`src/design/bbs_pkg.sv`:
```
`timescale 1ns / 1ps
`default_nettype none
// ----------------------------------------------------------------------------
// bbs_pkg
// Shared constants, types and bit search helpers for the bitmap bit search.
// ----------------------------------------------------------------------------
package bbs_pkg;

  localparam int WORD_BITS = 32;
  localparam int WORDS     = 64;
  localparam int BIT_W     = $clog2(WORD_BITS);
  localparam int WIDX_W    = $clog2(WORDS);
  localparam int POS_W     = WIDX_W + BIT_W;
  localparam int SIZE_W    = POS_W + 1;
  localparam int TOTAL_BITS = WORDS * WORD_BITS;

  localparam logic [1:0] MODE_WRITE = 2'd0;
  localparam logic [1:0] MODE_FIRST = 2'd1;
  localparam logic [1:0] MODE_LAST  = 2'd2;
  localparam logic [1:0] MODE_NEXT  = 2'd3;

  localparam logic [SIZE_W-1:0] SIZE_RESET = SIZE_W'(2048);
  localparam logic [SIZE_W-1:0] SIZE_MAX   = SIZE_W'(TOTAL_BITS);

  typedef struct packed {
    logic [1:0]           mode;
    logic [WIDX_W-1:0]    word_index;
    logic [WORD_BITS-1:0] word_data;
    logic                 search_value;
    logic [11:0]          start_position;
  } scan_req_t;

  typedef struct packed {
    logic             found;
    logic [POS_W-1:0] position;
  } scan_res_t;

  // lowest set bit of a word
  function automatic logic [BIT_W-1:0] low_bit(input logic [WORD_BITS-1:0] w);
    logic [BIT_W-1:0] idx;
    idx = '0;
    for (int i = WORD_BITS - 1; i >= 0; i--) begin
      if (w[i]) idx = BIT_W'(i);
    end
    return idx;
  endfunction

  // highest set bit of a word
  function automatic logic [BIT_W-1:0] high_bit(input logic [WORD_BITS-1:0] w);
    logic [BIT_W-1:0] idx;
    idx = '0;
    for (int i = 0; i < WORD_BITS; i++) begin
      if (w[i]) idx = BIT_W'(i);
    end
    return idx;
  endfunction

endpackage
`default_nettype wire

```
`src/design/bitmap_bit_search_core.sv`:
```
`timescale 1ns / 1ps
`default_nettype none
// ----------------------------------------------------------------------------
// bitmap_bit_search_core
// Bitmap of 64 x 32-bit words with write, find first, find last, find next.
// ----------------------------------------------------------------------------
// Order: a write passes from acceptance through the done state to the output
// register; a query reads words in turn until a match or its last word.
// Throughput: one item at a time, set by the single read port of the word
// memory that a query scans one word per cycle.
// Reset: control state clears and bitmap_bits returns to 2048; the bitmap
// words stay undefined until written.
module bitmap_bit_search_core import bbs_pkg::*; (
  input  wire logic        clk_i,
  input  wire logic        rst_ni,
  input  wire logic        s_axis_tvalid,
  output logic             s_axis_tready,
  // [5:0] word_index, [37:6] word_data, [38] search_value,
  // [50:39] start_position, [55:51] zero
  input  wire logic [55:0] s_axis_tdata,
  // [1:0] mode
  input  wire logic [1:0]  s_axis_tuser,
  output logic             m_axis_tvalid,
  input  wire logic        m_axis_tready,
  // [10:0] position, [15:11] zero
  output logic      [15:0] m_axis_tdata,
  // [0] found
  output logic             m_axis_tuser,
  input  wire logic        psel,
  input  wire logic        penable,
  input  wire logic        pwrite,
  input  wire logic [2:0]  paddr,
  input  wire logic [31:0] pwdata,
  output logic      [31:0] prdata,
  output logic             pready
);

  logic [SIZE_W-1:0] size;
  scan_req_t         req;
  scan_res_t         res;
  logic              scan_idle, scan_done, out_free, start;
  logic              out_vld_q, out_vld_d;
  scan_res_t         out_q;

  bbs_cfg u_cfg (
    .clk_i   (clk_i),
    .rst_ni  (rst_ni),
    .psel    (psel),
    .penable (penable),
    .pwrite  (pwrite),
    .paddr   (paddr),
    .pwdata  (pwdata),
    .prdata  (prdata),
    .pready  (pready),
    .size_o  (size)
  );

  assign req.mode           = s_axis_tuser;
  assign req.word_index     = s_axis_tdata[5:0];
  assign req.word_data      = s_axis_tdata[37:6];
  assign req.search_value   = s_axis_tdata[38];
  assign req.start_position = s_axis_tdata[50:39];

  assign out_free      = !out_vld_q || m_axis_tready;
  assign s_axis_tready = scan_idle;
  assign start         = s_axis_tvalid && scan_idle;

  bbs_scan u_scan (
    .clk_i      (clk_i),
    .rst_ni     (rst_ni),
    .size_i     (size),
    .start_i    (start),
    .req_i      (req),
    .idle_o     (scan_idle),
    .out_free_i (out_free),
    .done_o     (scan_done),
    .res_o      (res)
  );

  always_comb begin
    out_vld_d = out_vld_q;
    if (m_axis_tready) out_vld_d = 1'b0;
    if (scan_done) out_vld_d = 1'b1;
  end

  always_ff @(posedge clk_i or negedge rst_ni) begin
    if (!rst_ni) begin
      out_vld_q <= 1'b0;
    end else begin
      out_vld_q <= out_vld_d;
    end
  end

  always_ff @(posedge clk_i) begin
    if (scan_done) out_q <= res;
  end

  assign m_axis_tvalid = out_vld_q;
  assign m_axis_tdata  = {5'd0, out_q.position};
  assign m_axis_tuser  = out_q.found;

endmodule
`default_nettype wire

```
`src/design/bbs_cfg.sv`:
```
`timescale 1ns / 1ps
`default_nettype none
// ----------------------------------------------------------------------------
// bbs_cfg
// APB register file holding the bitmap size in use.
// ----------------------------------------------------------------------------
module bbs_cfg import bbs_pkg::*; (
  input  wire logic              clk_i,
  input  wire logic              rst_ni,
  input  wire logic              psel,
  input  wire logic              penable,
  input  wire logic              pwrite,
  input  wire logic [2:0]        paddr,
  input  wire logic [31:0]       pwdata,
  output logic      [31:0]       prdata,
  output logic                   pready,
  output logic      [SIZE_W-1:0] size_o
);

  localparam logic [2:0] ADDR_BITMAP_BITS = 3'd0;

  logic [11:0] bits_q, bits_d;

  assign pready = 1'b1;

  always_comb begin
    bits_d = bits_q;
    if (psel && penable && pwrite && paddr == ADDR_BITMAP_BITS) begin
      bits_d = pwdata[11:0];
    end
  end

  always_ff @(posedge clk_i or negedge rst_ni) begin
    if (!rst_ni) begin
      bits_q <= SIZE_RESET;
    end else begin
      bits_q <= bits_d;
    end
  end

  assign prdata = (paddr == ADDR_BITMAP_BITS) ? {20'd0, bits_q} : 32'd0;

  // clamp to the bitmap capacity
  assign size_o = (bits_q > SIZE_MAX) ? SIZE_MAX : bits_q;

endmodule
`default_nettype wire

```
`src/design/bbs_scan.sv`:
```
`timescale 1ns / 1ps
`default_nettype none
// ----------------------------------------------------------------------------
// bbs_scan
// Bitmap word memory and the word-per-cycle search engine.
// ----------------------------------------------------------------------------
module bbs_scan import bbs_pkg::*; (
  input  wire logic              clk_i,
  input  wire logic              rst_ni,
  input  wire logic [SIZE_W-1:0] size_i,
  input  wire logic              start_i,
  input  wire scan_req_t         req_i,
  output logic                   idle_o,
  input  wire logic              out_free_i,
  output logic                   done_o,
  output scan_res_t              res_o
);

  localparam logic [1:0] ST_IDLE = 2'd0;
  localparam logic [1:0] ST_RUN  = 2'd1;
  localparam logic [1:0] ST_DONE = 2'd2;

  logic [1:0]           state_q, state_d;
  logic [WIDX_W-1:0]    issue_q, issue_d;
  logic                 issuing_q, issuing_d;
  logic                 down_q, down_d;
  logic [WIDX_W-1:0]    end_w_q, end_w_d;
  logic [WIDX_W-1:0]    hi_w_q, hi_w_d;
  logic [BIT_W-1:0]     hi_b_q, hi_b_d;
  logic [WIDX_W-1:0]    lo_w_q, lo_w_d;
  logic [BIT_W-1:0]     lo_b_q, lo_b_d;
  logic                 val_q, val_d;
  logic                 rv_q, rv_d;
  logic [WIDX_W-1:0]    rw_q, rw_d;
  logic                 rl_q, rl_d;
  scan_res_t            res_q, res_d;

  logic [WORD_BITS-1:0] mem_q [WORDS];
  logic [WORD_BITS-1:0] rdata_q;

  logic [POS_W-1:0]     last_pos;
  logic                 empty;
  logic [WORD_BITS-1:0] hi_mask, lo_mask, match;

  assign last_pos = POS_W'(size_i - SIZE_W'(1));
  assign empty    = (size_i == '0) ||
                    (req_i.mode == MODE_NEXT && req_i.start_position >= size_i);

  always_comb begin
    hi_mask = '1;
    lo_mask = '1;
    if (rw_q == hi_w_q) hi_mask = {WORD_BITS{1'b1}} >> (BIT_W'(WORD_BITS - 1) - hi_b_q);
    if (rw_q == lo_w_q) lo_mask = {WORD_BITS{1'b1}} << lo_b_q;
    match = (val_q ? rdata_q : ~rdata_q) & hi_mask & lo_mask;
  end

  always_comb begin
    state_d   = state_q;
    issue_d   = issue_q;
    issuing_d = issuing_q;
    down_d    = down_q;
    end_w_d   = end_w_q;
    hi_w_d    = hi_w_q;
    hi_b_d    = hi_b_q;
    lo_w_d    = lo_w_q;
    lo_b_d    = lo_b_q;
    val_d     = val_q;
    rv_d      = 1'b0;
    rw_d      = rw_q;
    rl_d      = rl_q;
    res_d     = res_q;
    done_o    = 1'b0;

    case (state_q)
      ST_IDLE: begin
        if (start_i) begin
          res_d  = '0;
          val_d  = req_i.search_value;
          hi_w_d = last_pos[POS_W-1:BIT_W];
          hi_b_d = last_pos[BIT_W-1:0];
          lo_w_d = '0;
          lo_b_d = '0;
          down_d = 1'b0;
          issue_d = '0;
          end_w_d = last_pos[POS_W-1:BIT_W];
          if (req_i.mode == MODE_WRITE || empty) begin
            state_d = ST_DONE;
          end else begin
            state_d   = ST_RUN;
            issuing_d = 1'b1;
            if (req_i.mode == MODE_NEXT) begin
              issue_d = req_i.start_position[POS_W-1:BIT_W];
              lo_w_d  = req_i.start_position[POS_W-1:BIT_W];
              lo_b_d  = req_i.start_position[BIT_W-1:0];
            end else if (req_i.mode == MODE_LAST) begin
              down_d  = 1'b1;
              issue_d = last_pos[POS_W-1:BIT_W];
              end_w_d = '0;
            end
          end
        end
      end
      ST_RUN: begin
        // issue the next word read while the previous one is checked
        if (issuing_q) begin
          rv_d = 1'b1;
          rw_d = issue_q;
          rl_d = (issue_q == end_w_q);
          if (issue_q == end_w_q) issuing_d = 1'b0;
          else issue_d = down_q ? issue_q - WIDX_W'(1) : issue_q + WIDX_W'(1);
        end
        if (rv_q && match != '0) begin
          res_d.found    = 1'b1;
          res_d.position = {rw_q, down_q ? high_bit(match) : low_bit(match)};
          state_d        = ST_DONE;
          issuing_d      = 1'b0;
          rv_d           = 1'b0;
        end else if (rv_q && rl_q) begin
          state_d   = ST_DONE;
          issuing_d = 1'b0;
          rv_d      = 1'b0;
        end
      end
      ST_DONE: begin
        // hold the result until the output register frees
        if (out_free_i) begin
          done_o  = 1'b1;
          state_d = ST_IDLE;
        end
      end
      default: begin
        state_d   = ST_IDLE;
        issuing_d = 1'b0;
      end
    endcase
  end

  always_ff @(posedge clk_i or negedge rst_ni) begin
    if (!rst_ni) begin
      state_q   <= ST_IDLE;
      issuing_q <= 1'b0;
      rv_q      <= 1'b0;
    end else begin
      state_q   <= state_d;
      issuing_q <= issuing_d;
      rv_q      <= rv_d;
    end
  end

  always_ff @(posedge clk_i) begin
    issue_q <= issue_d;
    down_q  <= down_d;
    end_w_q <= end_w_d;
    hi_w_q  <= hi_w_d;
    hi_b_q  <= hi_b_d;
    lo_w_q  <= lo_w_d;
    lo_b_q  <= lo_b_d;
    val_q   <= val_d;
    rw_q    <= rw_d;
    rl_q    <= rl_d;
    res_q   <= res_d;
  end

  always_ff @(posedge clk_i) begin
    if (state_q == ST_IDLE && start_i && req_i.mode == MODE_WRITE) begin
      mem_q[req_i.word_index] <= req_i.word_data;
    end
    rdata_q <= mem_q[issue_q];
  end

  assign idle_o = (state_q == ST_IDLE);
  assign res_o  = res_q;

endmodule
`default_nettype wire

```
`config.mk`:
```
export PLATFORM = sky130hd
export DESIGN_NAME = bitmap_bit_search_core
export DESIGN_NICKNAME = d
export VERILOG_FILES = /design/src/design/bbs_pkg.sv /design/src/design/bitmap_bit_search_core.sv /design/src/design/bbs_cfg.sv /design/src/design/bbs_scan.sv
export SDC_FILE = /design/constraint.sdc
export NUM_CORES = 2
export LEC_CHECK = 0
export BUFFER_PORTS_ARGS = -buffer_cell sky130_fd_sc_hd__buf_2
export CORE_UTILIZATION = 23
export DETAILED_ROUTE_END_ITERATION = 12
export GPL_TIMING_DRIVEN = 1
export SLEW_MARGIN = 5
export SYNTH_ARGS = -nofsm -noshare
export SYNTH_HDL_FRONTEND = slang
export SYNTH_SLANG_ARGS = --single-unit
```
`constraint.sdc`:
```
create_clock -name clk_i -period 5.3 [get_ports clk_i]
set_clock_uncertainty 0.15 [all_clocks]
set_input_delay 0.265 -clock clk_i [delete_from_list [all_inputs] [get_ports clk_i]]
set_output_delay 0.265 -clock clk_i [all_outputs]
set_load 0.01 [all_outputs]
```
==> summary.md <==
| Metric | Value |
|---|---|
| CP bufs+invs | `1` |
| Worst-path clk slew | `0.06 ns` |
| Congestion Overflow GR | `0` |
| Root buffer cell | `clkbuf_16` |
| Least-Margin Pin Slew | `1.28 ns` |
| Inserted Clock Buffers | `204` |
| Setup WS post-layout | `0.617 ns` |
| Crit-path max FO | `8` |
| Worst setup EP type | `flop` |
| Leakage | `0.0302 uW` |
| Synth cell types | `89` |
| Vias in the first global route | `41007` |
| Layout cells sized above 1 | `31.6%` |
| Mapped Cells | `3742` |
| Max_slew headroom | `14.8%` |
| RSZ-0062 raised after global routing | `false` |
| Post-synthesis register bit count | `2164` |
| Delay of the slowest cell on the worst path | `0.61 ns` |
| Max Clk Rate | `0.214 GHz` |
| Worst Path Arrival | `5.19 ns` |
| GPL Wtd Cong | `0.840` |
| Startpoint types | `flop` |
| Clk_lat worst skew | `0.87 ns` |
| First-pass GRT wire length | `304000 microns` |
| Wirelength per Cell | `23.7 microns` |
| Bufs on Longest Clock Path | `3` |
| Register area share after synthesis | `76.0%` |
| Initial Utilization | `23.2%` |
| Commonest non-fill, non-tap cell in the layout | `edfxtp_1` |
| Via density | `4.48` |
| CTS tree | `built` |
| Cell mode on critical path | `a21o_1` |
| Initial DRT Pass Iterations | `8` |
| # setup viols final | `0` |
| Ys flop type | `edfxtp_1` |
| Die ar. | `372000 sq um` |
| Final setup TNS | `0 ns` |
| Buffers on Ports | `100` |
| Multi-input gate area | `19800 sq um` |
| Post-Syn Area per Cell | `22.7 sq um` |
| Die Span Y | `610 microns` |
| Vias | `40460` |
| R2R Setup Slk | `0.62 ns` |
| Setup Fix Bufs, Post-CTS | `0` |
| Sequential Area | `64600 sq um` |
| Outcome | `completed` |
| H-tree levels | `4` |
| All-Layer GR Usage | `11.2%` |
| CP required | `5.81 ns` |
| Crit-path cells | `or4_1, nor4_1, a31o_2, nand2_1, ha_1, a21o_1, a21o_1, a21oi_1, o21ai_0, a211oi_1, o21bai_1, or3b_2, o22ai_1, dlygate4sd3_1` |
| Dominant delay contributor by cell family on the critical path | `simple AND/OR/NAND/NOR gates` |
| Largest net degree at the start of global routing | `71` |
| Hold Fails Final Rpt | `0` |
| Most frequent cells in the layout | `edfxtp_1, mux4_2, clkbuf_16, buf_2, buf_4` |
| WL final | `214000 microns` |
| Cell Rows | `222` |
| DRT antenna net count | `0` |
| Critical-path top delay cell | `or4_1` |
| Initial antenna violation count | `45` |
| Pwr Density | `475 nW/um^2` |
| Final Slew Violations | `0` |
| Crit share post-route | `88.4%` |
| Synthesized area | `85000 sq um` |
| Min-delay worst type | `primary input to flop` |
| Final worst path period need | `4.68 ns` |
| Core area | `367000 sq um` |
| Filler instances | `35852` |
| Synthesis warning total | `0` |
| Setup WS pre-CTS | `1.21 ns` |
| Maxcap violations | `0` |
| CTS Sinks | `2164` |
| Critical path type | `flop to flop` |
| Fraction of synthesis flops using an asynchronous set or reset pin | `0.786%` |
| Layout area overhead | `17.5%` |
| Starting DRT DRC Count | `4785` |
| NumNets Final | `4153` |
| I/O pin cnt | `152` |
| Post-route DRC | `0` |
| Post-synth EDFFs | `2115` |
| Peak supply drop | `0.375 mV` |
| DP Wirelength | `121000 microns` |
| Die width | `610 microns` |
-- path summary, 6_finish.rpt --
path | from | endpoint | cells after the start
worst max-delay path | u_cfg.bits_q[6] | u_scan.issue_q[5] | 14
worst min-delay path | s_axis_tdata[31] | u_scan.mem_q[32][25] | 1
worst max register to register | u_cfg.bits_q[6] | u_scan.issue_q[5] | 14
worst min register to register | u_scan.res_o[9] | m_axis_tdata[9] | 0
max in group asynchronous | rst_ni | u_scan.rv_q | 4
min in group asynchronous | rst_ni | u_cfg.bits_q[11] | 3
-- routing by layer --
metal | share of wire (%) | global-route usage, % | vias to the layer above
met5 | 0.035 | 0 | -
met1 | 44 | 15.9 | 21992
met2 | 47 | 17.9 | 1657
met3 | 7.5 | 2.24 | 300
li1 | - | - | 16501
met4 | 1.7 | 2.24 | 10
-- per-stage QoR --
stage          instances  util [%]  power [uW]  hold WS, ns  cell area (sq um)
6_report            9025      27.2       47400       0.0521              99800
5_1_grt             9023      27.2       49100       0.0310              99800
4_1_cts             9019      27.2       47800     0.000231              99800
3_5_place_dp        8598      25.2       33100       0.0734              92600
3_3_place_gp        8597      25.2       33000       0.0542              92500
2_1_floorplan       3766         -       28700       -0.181              85100
-- flip-flops by register name, indices dropped and copies added, names as in the netlist --
signal / count
m_axis_tdata: 11
m_axis_tuser: 1
m_axis_tvalid: 1
u_cfg.bits_q: 12
u_scan.down_q: 1
u_scan.end_w_q: 6
u_scan.hi_b_q: 5
u_scan.hi_w_q: 6
u_scan.issue_q: 6
u_scan.issuing_q: 1
u_scan.lo_b_q: 5
u_scan.lo_w_q: 6
u_scan.mem_q: 2048
u_scan.rdata_q: 32
u_scan.res_o: 12
u_scan.rl_q: 1
u_scan.rv_q: 1
u_scan.rw_q: 6
u_scan.state_q: 2
u_scan.val_q: 1
-- what timing repair did --
item                                    4_1_cts  5_1_grt
hold buffers                                 46        0
gates resized for setup                       0        0
endpoints found under the hold margin       242        0
endpoints found under the setup margin        0        0
-- Yosys cell counts, drive strengths merged (5+ instances only) --
library cell	count	area share, %
edfxtp	2115	75
o21ai	42	0.25
buf	131	0.85
o211ai	6	0.059
inv	23	0.10
a221oi	5	0.052
nand4	8	0.066
o31a	5	0.054
a311oi	5	0.052
o22ai	11	0.088
nor3	18	0.11
or3	7	0.052
dfxtp	32	0.75
mux2i	12	0.14
dfrtp	16	0.47
o21a	6	0.053
a21oi	35	0.21
nor2b	6	0.044
a31o	10	0.10
mux4	660	17
and3	5	0.038
a211oi	6	0.053
ha	18	0.27
clkbuf	90	0.40
a21o	13	0.11
xor2	31	0.32
mux2	23	0.30
a31oi	28	0.22
and2	40	0.30
nand2b	11	0.081
nand3	21	0.12
nor2	113	0.51
and4	5	0.054
nand2	75	0.33
or2	10	0.074
xnor2	32	0.36
o31ai	9	0.080
-- layout make-up --
class,count,area share [%]
sequential,2164,64.7
clock buffer,261,5.54
timing repair buffer,283,2.51
multi-input combinational,1358,19.9
inverter,23,0.0865
clock inverter,114,1.25
antenna,6,0.0150
tap,4816,6.04
-- cells by family (layout without fill, tap and decap cells) --
logic type / after synthesis / count (layout) / share of synthesized area [%]
flops: 2164 / 2164 / 76.0
mux: 695 / 695 / 17.9
simple gates: 338 / 338 / 1.95
buf+inv: 244 / 681 / 1.35
compound gates: 216 / 216 / 1.76
xor+xnor: 63 / 63 / 0.676
fa+ha+maj: 20 / 20 / 0.300
other cells: 2 / 32 / 0.00884
-- power breakdown --
| part | switching (uW) | internal (uW) | total, uW |
|---|---|---|---|
| Combinational | 6810 | 6170 | 13000 |
| Sequential | 497 | 19200 | 19700 |
| Clock | 6460 | 8210 | 14700 |
-- worst reg2reg max path: cells and delay by family (launching register included) --
family                   cells  cell delay, ns
adder cells (fa/ha/maj)      1            0.30
flip-flops                   1            0.45
buffers and inverters        1            0.58
AND/OR/NAND/NOR              4            1.55
AO/OA/AOI/OAI                8            1.54
(Power assumes the default switching activity.)
